===== config.mk =====
export PLATFORM = sky130hd
export DESIGN_NAME = bezier_ease_y_for_x
export DESIGN_NICKNAME = d
export VERILOG_FILES = /design/src/rtl/bez_pkg.sv /design/src/rtl/bez_mul.sv /design/src/rtl/bezier_ease_y_for_x.sv
export SDC_FILE = /design/constraint.sdc
export NUM_CORES = 1
export LEC_CHECK = 0
export ABC_AREA = 1
export ABC_CLOCK_PERIOD_IN_PS = 13800
export BUFFER_PORTS_ARGS = -buffer_cell sky130_fd_sc_hd__buf_2
export CAP_MARGIN = 10
export CORE_ASPECT_RATIO = 1.1
export CORE_UTILIZATION = 60
export DETAILED_ROUTE_END_ITERATION = 7
export PLACE_DENSITY = 0.79
export SYNTH_ARGS = -nofsm -noshare
export SYNTH_HDL_FRONTEND = slang
export SYNTH_SLANG_ARGS = --single-unit

===== constraint.sdc =====
create_clock -name i_clk -period 13.8 [get_ports i_clk]
set_clock_uncertainty 0.1 [all_clocks]
set_input_delay 1.38 -clock i_clk [delete_from_list [all_inputs] [get_ports i_clk]]
set_output_delay 1.38 -clock i_clk [all_outputs]
set_load 0.03 [all_outputs]

===== src/rtl/bez_pkg.sv =====
`timescale 1ns / 1ps

package bez_pkg;

    // Sequencer states: one multiply is issued in each of ST_TT, ST_TU, ST_TTT, ST_WX and ST_Y.
    typedef enum logic [2:0] {
        ST_IDLE,
        ST_TT,
        ST_TU,
        ST_TTT,
        ST_WX,
        ST_CHK,
        ST_Y,
        ST_FIN
    } t_state;

    // Register indexes of the configuration port.
    localparam logic REG_TOLERANCE = 1'b0;
    localparam logic REG_MAX_ITER  = 1'b1;

    // Reset values of the configuration registers.
    localparam logic [16:0] TOLERANCE_RESET = 17'd655;
    localparam logic [4:0]  MAX_ITER_RESET  = 5'd5;

endpackage


===== src/rtl/bez_mul.sv =====
`timescale 1ns / 1ps

// Shared fixed-point multiplier: registers (a * b) >> FRAC_BITS when enabled.
// Both operands are at most one, so the kept product fits FRAC_BITS+1 bits.
module bez_mul
    import bez_pkg::*;
#(
    parameter int FRAC_BITS = 16
) (
    input  logic                 i_clk,
    input  logic                 i_en,
    input  logic [FRAC_BITS:0]   i_op_a,
    input  logic [FRAC_BITS:0]   i_op_b,
    output logic [FRAC_BITS:0]   o_prod
);

    localparam int PW = 2 * FRAC_BITS + 2;

    logic [PW-1:0]      w_full;
    logic [FRAC_BITS:0] r_prod;

    // Full product, then truncation to the fraction width.
    assign w_full = PW'(i_op_a) * PW'(i_op_b);

    always_ff @(posedge i_clk) begin
        if (i_en) begin
            r_prod <= w_full[2*FRAC_BITS:FRAC_BITS];
        end
    end

    assign o_prod = r_prod;

endmodule


===== src/rtl/bezier_ease_y_for_x.sv =====
`timescale 1ns / 1ps

// Cubic Bezier easing: returns y for a target x on the curve with inner
// control points (a, 1-a). An input word carries x_target and curve_shape,
// both unsigned fixed point; it is accepted when i_in_valid and o_in_ready
// are high at a clock edge. The block bisects t for at most max_iterations
// steps (clamped to 1..16), stopping early once |x(t) - x_target| <
// tolerance, and returns one output word with y_value and converged.
// Each bisection step uses the single shared multiplier in turn for t*t,
// t*(1-t), t^3 and a*t*(1-t), then does the compare. The default limit is
// 5 steps. One word is worked on at a time; o_in_ready is high only while
// the sequencer is idle.
// The result sits in an output register, so a new word may be accepted
// while the previous result waits for i_out_ready. If the receiver stalls
// past that, the finished result is held inside until the register frees.
// Reset (synchronous, active low) returns the sequencer to idle, drops
// o_out_valid and loads tolerance = 655 and max_iterations = 5.
// Configuration goes through the APB port: tolerance at 0, max_iterations
// at 4. Writes are expected only while the block is idle.
module bezier_ease_y_for_x
    import bez_pkg::*;
#(
    parameter int FRAC_BITS = 16
) (
    input  logic        i_clk,
    input  logic        i_rst_n,
    // Input channel
    input  logic        i_in_valid,
    output logic        o_in_ready,
    input  logic [15:0] i_x_target,
    input  logic [15:0] i_curve_shape,
    // Output channel
    output logic        o_out_valid,
    input  logic        i_out_ready,
    output logic [16:0] o_y_value,
    output logic        o_converged,
    // Configuration port
    input  logic        psel,
    input  logic        penable,
    input  logic        pwrite,
    input  logic [2:0]  paddr,
    input  logic [31:0] pwdata,
    output logic [31:0] prdata,
    output logic        pready
);

    localparam int                 VW  = FRAC_BITS + 1;
    localparam int                 XW  = (FRAC_BITS + 2 > 17) ? FRAC_BITS + 2 : 17;
    localparam int                 AW  = (VW > 16) ? VW : 16;
    localparam logic [FRAC_BITS:0] ONE = VW'(1) << FRAC_BITS;
    localparam logic [FRAC_BITS:0] HALF = VW'(1) << (FRAC_BITS - 1);

    t_state r_state, n_state;

    logic [16:0]        r_tolerance;
    logic [4:0]         r_max_iter;
    logic [FRAC_BITS:0] r_a, r_b, r_low, r_high, r_mid, r_tt, r_tu, r_ttt;
    logic [15:0]        r_target;
    logic [3:0]         r_iter, r_lim_m1;
    logic               r_conv;
    logic               r_out_valid;
    logic [16:0]        r_y_value;
    logic               r_converged;

    logic               w_mul_en;
    logic [FRAC_BITS:0] w_op_a, w_op_b, w_prod;
    logic [AW-1:0]      w_a_ext;
    logic [FRAC_BITS:0] w_a_sat;
    logic [3:0]         w_lim_m1;
    logic [XW-1:0]      w_curve, w_target, w_tol, w_diff;
    logic               w_below, w_hit, w_last, w_out_free, w_cfg_wr;
    logic [FRAC_BITS+1:0] w_sum_up, w_sum_dn;

    // Configuration registers.
    assign pready   = 1'b1;
    assign w_cfg_wr = psel && penable && pwrite;

    always_ff @(posedge i_clk) begin
        if (!i_rst_n) begin
            r_tolerance <= TOLERANCE_RESET;
            r_max_iter  <= MAX_ITER_RESET;
        end else if (w_cfg_wr) begin
            unique case (paddr[2])
                REG_TOLERANCE: r_tolerance <= pwdata[16:0];
                REG_MAX_ITER:  r_max_iter  <= pwdata[4:0];
                default:       r_tolerance <= r_tolerance;
            endcase
        end
    end

    always_comb begin
        unique case (paddr[2])
            REG_TOLERANCE: prdata = {15'd0, r_tolerance};
            REG_MAX_ITER:  prdata = {27'd0, r_max_iter};
            default:       prdata = 32'd0;
        endcase
    end

    // Shape value saturated to one, and the step limit clamped to 1..16.
    assign w_a_ext = AW'(i_curve_shape);
    assign w_a_sat = (w_a_ext > AW'(ONE)) ? ONE : w_a_ext[FRAC_BITS:0];

    always_comb begin
        priority if (r_max_iter == 5'd0) begin
            w_lim_m1 = 4'd0;
        end else if (r_max_iter > 5'd16) begin
            w_lim_m1 = 4'd15;
        end else begin
            w_lim_m1 = 4'(r_max_iter - 5'd1);
        end
    end

    // Curve value from the last product: 3 * (w * t * (1-t)) + t^3.
    assign w_curve  = XW'(3) * XW'(w_prod) + XW'(r_ttt);
    assign w_target = XW'(r_target);
    assign w_tol    = XW'(r_tolerance);
    assign w_below  = w_curve < w_target;
    assign w_diff   = w_below ? (w_target - w_curve) : (w_curve - w_target);
    assign w_hit    = w_diff < w_tol;
    assign w_last   = r_iter == r_lim_m1;
    assign w_sum_up = (FRAC_BITS + 2)'(r_mid) + (FRAC_BITS + 2)'(r_high);
    assign w_sum_dn = (FRAC_BITS + 2)'(r_low) + (FRAC_BITS + 2)'(r_mid);

    assign w_out_free = !r_out_valid || i_out_ready;

    // Shared multiplier.
    bez_mul #(
        .FRAC_BITS (FRAC_BITS)
    ) u_mul (
        .i_clk  (i_clk),
        .i_en   (w_mul_en),
        .i_op_a (w_op_a),
        .i_op_b (w_op_b),
        .o_prod (w_prod)
    );

    // Next state.
    always_comb begin
        n_state = r_state;
        unique case (r_state)
            ST_IDLE: if (i_in_valid) n_state = ST_TT;
            ST_TT:   n_state = ST_TU;
            ST_TU:   n_state = ST_TTT;
            ST_TTT:  n_state = ST_WX;
            ST_WX:   n_state = ST_CHK;
            ST_CHK:  n_state = (w_hit || w_last) ? ST_Y : ST_TT;
            ST_Y:    n_state = ST_FIN;
            ST_FIN:  if (w_out_free) n_state = ST_IDLE;
            default: n_state = ST_IDLE;
        endcase
    end

    // Multiplier issue and handshake outputs.
    always_comb begin
        w_mul_en   = 1'b0;
        w_op_a     = r_mid;
        w_op_b     = r_mid;
        o_in_ready = 1'b0;
        unique case (r_state)
            ST_IDLE: o_in_ready = 1'b1;
            ST_TT:   w_mul_en = 1'b1;
            ST_TU: begin
                w_mul_en = 1'b1;
                w_op_b   = ONE - r_mid;
            end
            ST_TTT: begin
                w_mul_en = 1'b1;
                w_op_a   = r_tt;
            end
            ST_WX: begin
                w_mul_en = 1'b1;
                w_op_a   = r_a;
                w_op_b   = r_tu;
            end
            ST_Y: begin
                w_mul_en = 1'b1;
                w_op_a   = r_b;
                w_op_b   = r_tu;
            end
            ST_CHK, ST_FIN: w_mul_en = 1'b0;
            default: w_mul_en = 1'b0;
        endcase
    end

    // Control state.
    always_ff @(posedge i_clk) begin
        if (!i_rst_n) begin
            r_state     <= ST_IDLE;
            r_out_valid <= 1'b0;
        end else begin
            r_state <= n_state;
            if (r_state == ST_FIN && w_out_free) begin
                r_out_valid <= 1'b1;
            end else if (i_out_ready) begin
                r_out_valid <= 1'b0;
            end
        end
    end

    // Datapath registers.
    always_ff @(posedge i_clk) begin
        unique case (r_state)
            ST_IDLE: begin
                r_a      <= w_a_sat;
                r_b      <= ONE - w_a_sat;
                r_target <= i_x_target;
                r_low    <= '0;
                r_high   <= ONE;
                r_mid    <= HALF;
                r_iter   <= 4'd0;
                r_lim_m1 <= w_lim_m1;
                r_conv   <= 1'b0;
            end
            ST_TU:  r_tt  <= w_prod;
            ST_TTT: r_tu  <= w_prod;
            ST_WX:  r_ttt <= w_prod;
            ST_CHK: begin
                if (w_hit) begin
                    r_conv <= 1'b1;
                end else if (!w_last) begin
                    r_iter <= r_iter + 4'd1;
                    if (w_below) begin
                        r_low <= r_mid;
                        r_mid <= w_sum_up[FRAC_BITS+1:1];
                    end else begin
                        r_high <= r_mid;
                        r_mid  <= w_sum_dn[FRAC_BITS+1:1];
                    end
                end
            end
            ST_FIN: begin
                if (w_out_free) begin
                    r_y_value   <= w_curve[16:0];
                    r_converged <= r_conv;
                end
            end
            ST_TT, ST_Y: r_iter <= r_iter;
            default:     r_iter <= r_iter;
        endcase
    end

    assign o_out_valid = r_out_valid;
    assign o_y_value   = r_y_value;
    assign o_converged = r_converged;

endmodule

; ---- Word level (Yosys, flattened, before mapping)
; Cells that the tools add are included.
[classes]
addsub = 9
n_mul = 2
div = 0
magnitude_cmp = 4
n_eq_ne = 15
shifts = 0
mux = 31
bitwise_logic = 1
n_reduce_logical = 20
[ops]
columns = op, count
row1 = $mux W17, 10
row2 = $pmux W17 S2, 4
row3 = $pmux W32 S2, 1
row4 = $pmux W17 S3, 1
row5 = $add A17 B17 Y18, 2
row6 = $sub A17 B17 Y17 const A, 2
row7 = $mul A17 B17 Y33, 1
row8 = $pmux W3 S8, 1
row9 = $add A18 B17 Y18, 1
row10 = $lt A18 B16 Y1, 1
row11 = $lt A18 B17 Y1, 1
row12 = $mul A2 B17 Y18 const A, 1
row13 = $mux W18, 1
row14 = $sub A16 B18 Y18, 1
row15 = $sub A18 B16 Y18, 1
row16 = $gt A16 B17 Y1 const B, 1
row17 = $ne A2 B2 Y1 const B, 7
row18 = $eq A3 B3 Y1 const B, 4
row19 = $mux W4, 3
row20 = $reduce_and A2 Y1, 5
row21 = $mux W3, 3
row22 = $pmux W4 S2, 1
row23 = $reduce_and A4 Y1, 2
row24 = $eq A3 B2 Y1 const B, 2
row25 = other kinds (17), 25
[word_totals]
reg_bits = 222
latchBits = 0
mem_bits_rw = 0
romBits = 0
input_bits = 74
output_inout_bits = 53
elab_cells = 101
mem_count = 0

; ---- Logic depth before layout (Yosys ltp)
; Gate-level depths: netlist (run 1).
[depth]
depth_word = 8
ltp_mapped = 40
mapped_depth_nobuf = 39

; ---- Hierarchy
; Synthesis (run 1) repeated with hierarchy kept, for this count alone.
[hier_totals]
hier_cells = 2824
hier_area_um2 = 23188.5
[modules_own_cells]
columns = module, instances, cells_each, area_each_um2, seq_area_each_um2
row1 = bezier_ease_y_for_x, 1, 1385, 12572.1, 5835.6
row2 = bez_mul, 1, 1439, 10616.4, 510.5

; ---- Least setup slack after synthesis (run 1)
; OpenSTA, ideal clock, no wires.
[synth_path]
kind = register to register
startpoint = register r_state[1]
endpoint = register u_mul.r_prod[15] (netlist: u_mul.o_prod[15]) (data pin)
setup_time_ns = 0.262
arrival_ns = 6.680
required_ns = 13.438
slack_ns = 6.758
path_stages_with_launch = 28
path_buffers = 2
period_less_slack_ns = 7.042
cell_sequence = dfxtp_1 -> inv_1 -> nor3_1 -> clkbuf_1 -> nand2_1 -> o311ai_4 -> buf_2 -> nand2_1 -> fa_1 -> inv_1 -> fa_1 -> inv_1 -> fa_1 -> inv_1 -> fa_1 -> fa_1 -> inv_1 -> fa_1 -> inv_1 -> ha_1 -> nand2_1 -> nor4_1 -> nand3_1 -> nand3_1 -> nand2_1 -> o211ai_1 -> a21oi_1 -> xor2_1
[synth_via]
elab_chain_len = 4
elab_cells_between_ends = 8
cone_classes = mul: 1 / eq/ne: 4 / mux: 2 / reduce/logical: 1
[synth_lines]
columns = element, line_no
row1 = start: declaration, bezier_ease_y_for_x.sv:53  ; t_state r_state, n_state;
row2 = start signal: assignment, bezier_ease_y_for_x.sv:191  ; r_state <= n_state;
row3 = $eq A3 B3 Y1, bezier_ease_y_for_x.sv:159  ; unique case (r_state)
row4 = $reduce_or A2 Y1 (no source line), --
row5 = $pmux W17 S2, bezier_ease_y_for_x.sv:159
row6 = $mul A17 B17 Y33 *, bez_mul.sv:23  ; assign w_full = PW'(i_op_a) * PW'(i_op_b);
row7 = via u_mul.w_full[31], bez_mul.sv:19  ; logic [PW-1:0] w_full;
row8 = end signal: assignment, bez_mul.sv:27  ; r_prod <= w_full[2*FRAC_BITS:FRAC_BITS];
row9 = end: declaration, bez_mul.sv:20  ; logic [FRAC_BITS:0] r_prod;
; The timed path passes the listed nets; every way through them passes the cells marked *.
; A chain may end at the register's enable or synchronous reset.

; ---- Worst setup path in the final report (run 1)
[layout_path]
startpoint = register r_state[1]
endpoint = register u_mul.r_prod[13] (netlist: u_mul.o_prod[13]) (data pin)
; Same word-level chain as after synthesis.

==> results of run 1 <==
[stage by stage]
step | worst slack [ps] | hold slack, ps | util | instance area, µm² | cells
2_1_floorplan | 6760 | 300 | - | 22200 | 2538
3_3_place_gp | 5380 | 310 | 0.637 | 23100 | 3069
3_5_place_dp | 5260 | 309 | 0.637 | 23100 | 3069
4_1_cts | 5200 | 325 | 0.656 | 23800 | 3109
5_1_grt | 4490 | 340 | 0.656 | 23800 | 3109
6_report | 5010 | 324 | 0.656 | 23800 | 3110
[area by class of cell]
| cell class | instances | share of cell area |
|---|---|---|
| well taps | 487 | 0.0256 |
| clock inverters | 16 | 0.00615 |
| multi-input cells | 1732 | 0.570 |
| clock buffers | 24 | 0.0235 |
| inverters | 515 | 0.0814 |
| flip-flops and latches | 220 | 0.267 |
| diodes | 1 | 0.000105 |
| repair buffers | 115 | 0.0265 |
[cells in the mapped netlist, types with 13 or more instances]
cell,count
nand3_1,52
ha_1,188
xnor2_1,28
dfxtp_1,26
fa_1,241
clkbuf_1,23
nor2_1,208
o21ai_0,97
buf_4,17
buf_2,28
inv_1,499
edfxtp_1,194
a22o_1,16
nand2_2,13
nor3_1,21
nand2_1,514
o22ai_1,13
xor2_1,40
a21oi_1,151
[flip-flops by register name, indices dropped and copies added, names as in the netlist]
register and cells:
o_out_valid 1, r_mid 17, r_high 17, r_tt 17, r_iter 4, r_max_iter 5, r_tu 17, r_state 3
u_mul.o_prod 17, r_a 16, r_ttt 17, r_b 16, o_y_value 17, r_conv 1, r_lim_m1 4, r_tolerance 17
r_low 17, r_target 16, o_converged 1
[layer usage]
metal / part of all wire / vias up / track usage
met2: 0.49 / 792 / 0.526
met1: 0.37 / 8458 / 0.373
li1: - / 8124 / -
met5: 0 / - / 0
met4: 0.065 / 0 / 0.187
met3: 0.075 / 187 / 0.0361
[worst max path at each step]
| stage | endpoint | depth (start not counted) | startpoint | slack (ps) |
|---|---|---|---|---|
| 5_1_grt | u_mul.o_prod[13] | 29 | r_state[1] | 4490 |
| 2_1_floorplan | u_mul.o_prod[15] | 27 | r_state[1] | 6760 |
| 3_5_place_dp | u_mul.o_prod[13] | 29 | r_state[1] | 5260 |
| 3_3_place_gp | u_mul.o_prod[15] | 28 | r_state[0] | 5380 |
| 6_report | u_mul.o_prod[13] | 24 | r_state[1] | 5010 |
| 4_1_cts | u_mul.o_prod[13] | 29 | r_state[1] | 5200 |
[layout by cell type, fill, tap and decap left out, types with 6 or more instances in the layout]
master / count
edfxtp_1: 194
a21o_1: 9
nand2_1: 514
nand4_1: 7
a22o_1: 16
o21a_1: 9
nor3_2: 6
nor4_1: 9
fa_1: 241
inv_2: 9
o21bai_1: 9
o21ai_0: 97
nand2_2: 13
buf_2: 93
nor3_1: 18
o21ai_1: 8
nor2_1: 207
nand3_1: 52
clkinv_1: 13
xor2_1: 40
buf_4: 22
inv_1: 499
ha_1: 188
o211ai_1: 7
conb_1: 16
o22ai_1: 13
xnor2_1: 28
nor2_2: 9
dfxtp_1: 26
a21oi_1: 151
clkbuf_16: 22
[kinds of logic after synthesis]
| logic type | count (synthesis) |
|---|---|
| buf+inv | 586 |
| fa+ha+maj | 429 |
| simple gates | 853 |
| compound gates | 365 |
| mux | 1 |
| other cells | 2 |
| xor+xnor | 68 |
| flops | 220 |
==> results.sh, run 1 <==
export IMPL_routed_via_density=5.65
export IMPL_chipWidth_um=185
export IMPL_synth_edf_count=194
export IMPL_drt_total_wl_um=56500
export IMPL_clock_path_buffers=3
export IMPL_cts_sinks=220
export IMPL_synth_top_family_by_area="adder cells"
export IMPL_ys_top_cells_by_area="edfxtp_1 26%, fa_1 22%, ha_1 11%"
export IMPL_synth_top_area_frac=0.263
export IMPL_drv_slew=0
export IMPL_syn_area_um2=22100
export IMPL_path_buf_inv=7
export IMPL_multi_input_area_um2=13600
export IMPL_cap_violations=0
export IMPL_synthFlopType="edfxtp_1"
export IMPL_ys_seq_elements=220
export IMPL_postCtsHoldBufs=0
export IMPL_r2r_slack_ps=5010
export IMPL_cts_made_buffers=22
export IMPL_r2r_end="u_mul.o_prod[13]"
export IMPL_root_buffer="clkbuf_16"
export IMPL_path_delay_family="adder cells"
export IMPL_grt_pass1_wl_um=89900
export IMPL_min_path_type="reg2reg"
export IMPL_worst_path_max_delay_cell="o311ai_4"
export IMPL_worstSkewPairLatency_ps=530
export IMPL_grt_setup_unrepaired="no"
export IMPL_worstPathMaxFanout=27
export IMPL_die_area_um2=37700
export IMPL_synthSimpleGateAreaFrac=0.158
export IMPL_start_util=0.611
export IMPL_end_kind="flop"
export IMPL_path_cells="inv_1 -> nor3_2 -> buf_4 -> inv_1 -> nand2_1 -> inv_1 -> o311ai_4 -> nand2_1 -> fa_1 -> inv_1 -> fa_1 -> fa_1 -> fa_1 -> fa_1 -> inv_1 -> fa_1 -> inv_1 -> ha_1 -> nand2_1 -> nor4_1 -> nand2_1 -> o211ai_1 -> a211oi_1 -> xor2_1"
export IMPL_tightest_slew_ps=1080
export IMPL_cp_arrival_ps=8970
export IMPL_antenna_found_initial=1
export IMPL_vias=17561
export IMPL_area_delta_synth_final_pct=7.42
export IMPL_die_y_um=203
export IMPL_hpwl_um=44500
export IMPL_yosys_warnings=0
export IMPL_finalSetupTns_ps=0
export IMPL_post_cts_resized=0
export IMPL_critPathKind="reg2reg"
export IMPL_max_stage_delay_ps=950
export IMPL_clkSlewWorstSetupHoldPaths_ps=70
export IMPL_synth_cell_types=67
export IMPL_drt_iter0_drc=1205
export IMPL_ios=127
export IMPL_synth_compound_area_share=0.0991
export IMPL_crit_path_start_kind="flop"
export IMPL_synthAdderAreaFrac=0.324
export IMPL_synth_area_per_cell_um2=8.77
export IMPL_async_flop_share=0
export IMPL_r2r_cells=24
export IMPL_postSynthCellCount=2524
export IMPL_period_minus_slack_ps=8790
export IMPL_period_share=0.637
export IMPL_nFillCells=2932
export IMPL_ant_nets=0
export IMPL_drive_gt1_frac=0.0812
export IMPL_post_cts_buffers=0
export IMPL_synthMuxAreaShare=0.000452
export IMPL_route_detailed_wl_per_inst_um=18.2
export IMPL_fmax_ghz=0.114
export IMPL_required_ps=13970
export IMPL_layout_nets=3109
export IMPL_outcome="completed"
export IMPL_grt_pass1_vias=17916
export IMPL_h_tree_depth=1
export IMPL_num_rows=73
export IMPL_grt_ovfl_total=0
export IMPL_synth_top_area_cell="edfxtp_1"
export IMPL_hold_depth=0
export IMPL_drc=0
export IMPL_finalHoldViolations=0
export IMPL_finalSetupViolCount=0
export IMPL_layout_area_seq_um2=6350
export IMPL_cts_tree="done"
export IMPL_worst_hold_path_endpoint="o_converged"
export IMPL_synth_seq_area_share=0.287
export IMPL_gp_congestion=0.982
export IMPL_io_buffers=93
export IMPL_synth_xor_area_frac=0.0269
export IMPL_min_from="r_conv"
export IMPL_grt_max_degree=37
export IMPL_max_slew_margin=0.281
export IMPL_firstDrtPassIters=5
export IMPL_grtUsageTotal=0.308
export IMPL_core_area_um2=36300
export IMPL_worstReg2RegStart="r_state[1]"
Power of run 1 is not shown: default switching activity piles up to over one toggle a cycle in this logic, so the estimate is an artifact.
==> inputs of run 2 (changes only) <==
--- a/config.mk
+++ b/config.mk
@@ -6,13 +6,13 @@
 export NUM_CORES = 1
 export LEC_CHECK = 0
 export ABC_AREA = 1
-export ABC_CLOCK_PERIOD_IN_PS = 13800
+export ABC_CLOCK_PERIOD_IN_PS = 7300
 export BUFFER_PORTS_ARGS = -buffer_cell sky130_fd_sc_hd__buf_2
 export CAP_MARGIN = 10
 export CORE_ASPECT_RATIO = 1.1
-export CORE_UTILIZATION = 60
+export CORE_UTILIZATION = 57
 export DETAILED_ROUTE_END_ITERATION = 7
-export PLACE_DENSITY = 0.79
+export PLACE_DENSITY = 0.78
 export SYNTH_ARGS = -nofsm -noshare
 export SYNTH_HDL_FRONTEND = slang
 export SYNTH_SLANG_ARGS = --single-unit
==> constraint.sdc (replaced) <==
create_clock -name i_clk -period 7.3 [get_ports i_clk]
set_clock_uncertainty 0.1 [all_clocks]
set_input_delay 0.73 -clock i_clk [delete_from_list [all_inputs] [get_ports i_clk]]
set_output_delay 0.73 -clock i_clk [all_outputs]
set_load 0.03 [all_outputs]
==> results.sh, run 2 (synthesized netlist as in run 1, its figures left out) <==
export IMPL_outcome="complete, but fails checks"
export IMPL_violations="setup timing"
export IMPL_ios=127
export IMPL_final_cell_mix="500 x nand2_1, 479 x inv_1, 239 x fa_1"
export IMPL_timing_hold_ws_ps=272
export IMPL_finalHoldViolations=0
export IMPL_start_util=0.580
export IMPL_antenna_found_initial=0
export IMPL_cts_tree="done"
export IMPL_mostFrequentLayoutCell="nand2_1"
export IMPL_die_area_um2=39600
export IMPL_max_slew_margin=0.473
export IMPL_worst_path_max_delay_cell="fa_1"
export IMPL_clkSlewWorstSetupHoldPaths_ps=60
export IMPL_routed_via_density=5.48
export IMPL_drt_total_wl_um=59500
export IMPL_stdcell_count=3317
export IMPL_grt_pass1_wl_um=94000
export IMPL_required_ps=7520
export IMPL_cts_made_buffers=22
export IMPL_max_stage_delay_ps=600
export IMPL_root_buffer="clkbuf_16"
export IMPL_drv_slew=0
export IMPL_die_y_um=209
export IMPL_grt_pass1_vias=18503
export IMPL_end_kind="flop"
export IMPL_grt_max_degree=56
export IMPL_finalSetupTns_ps=-20.5
export IMPL_nFillCells=3016
export IMPL_worstPathMaxFanout=6
export IMPL_vias=18184
export IMPL_firstDrtPassIters=6
export IMPL_worstSkewPairLatency_ps=540
export IMPL_drive_gt1_frac=0.179
export IMPL_cap_violations=0
export IMPL_hpwl_um=48000
export IMPL_route_detailed_wl_per_inst_um=17.9
export IMPL_io_buffers=93
export IMPL_cts_sinks=220
export IMPL_area_delta_synth_final_pct=16.9
export IMPL_core_area_um2=38200
export IMPL_final_util=0.678
export IMPL_n_antenna_cell=0
export IMPL_drt_iter0_drc=1170
export IMPL_critPathKind="reg2reg"
export IMPL_cp_arrival_ps=7540
export IMPL_grtUsageTotal=0.304
export IMPL_layout_nets=3304
export IMPL_fmax_ghz=0.137
export IMPL_ant_nets=0
export IMPL_dp_cells=3245
export IMPL_clock_path_buffers=3
export IMPL_period_share=1.00
export IMPL_h_tree_depth=1
export IMPL_grt_setup_unrepaired="yes"
export IMPL_num_rows=75
export IMPL_chipWidth_um=190
export IMPL_grt_ovfl_total=0
export IMPL_drc=0
export IMPL_crit_path_start_kind="flop"
export IMPL_gp_congestion=0.970
export IMPL_period_minus_slack_ps=7320
export IMPL_tightest_slew_ps=791
export IMPL_fin_ws_ps=-20.5
export IMPL_finalSetupViolCount=1
export IMPL_min_path_type="in2reg"
export IMPL_cpMostUsedCell="fa_1"
-- run 2: cell count changes in the layout (fill, tap and decap cells not counted), sizes merged --
cell	change
inv	-1
diode	-1
clkbuf	+5
buf	+195
clkinvlp	+1
bufinv	-2
clkinv	-3
-- run 2: worst paths after layout --
| check | start | end | slack [ps] | depth (start not counted) |
|---|---|---|---|---|
| max | r_mid[1] | u_mul.o_prod[13] | -20 | 33 |
| min | i_x_target[1] | r_target[1] | 270 | 1 |
| min reg2reg | r_conv | o_converged | 340 | 0 |
| max reg2reg | r_mid[1] | u_mul.o_prod[13] | -20 | 33 |
-- run 2: metal layers --
metal,GRT usage,wire length (µm)
met1,0.376,23100
met2,0.527,29700
met3,0.0264,3390
met4,0.162,3290
met5,0,0
-- run 2: layout make-up --
class,count,area (µm²),area share
multi-input combinational,1732,14100,0.546
sequential,220,6350,0.245
timing repair buffer,310,2200,0.0850
inverter,515,1950,0.0752
tap,500,626,0.0242
clock buffer,29,577,0.0223
clock inverter,11,68.8,0.00266
-- run 2: worst max-delay path: cells and delay by family (launching register included) --
kind                     cells  cell delay, ps
AND/OR/NAND/NOR             10            1170
adder cells (fa/ha/maj)      7            3430
flip-flops                   1             420
XOR/XNOR                     1             290
AO/OA/AOI/OAI                7             960
buffers and inverters        8             730
-- run 2: repair_timing --
action,4_1_cts,5_1_grt
endpoints found under the setup margin,25,73
hold endpoints to repair,0,0
resized for setup,18,131
hold buffers,0,0
setup buffers,0,32
pin swaps,2,50
-- run 2: through the flow --
stage	setup slack [ps]	area, µm²
2_1_floorplan	258	22200
3_3_place_gp	-55.8	24400
3_5_place_dp	-156	24400
4_1_cts	7.82	25100
5_1_grt	-315	25900
6_report	-20.5	25900
Power of run 2 is left out for the same reason.
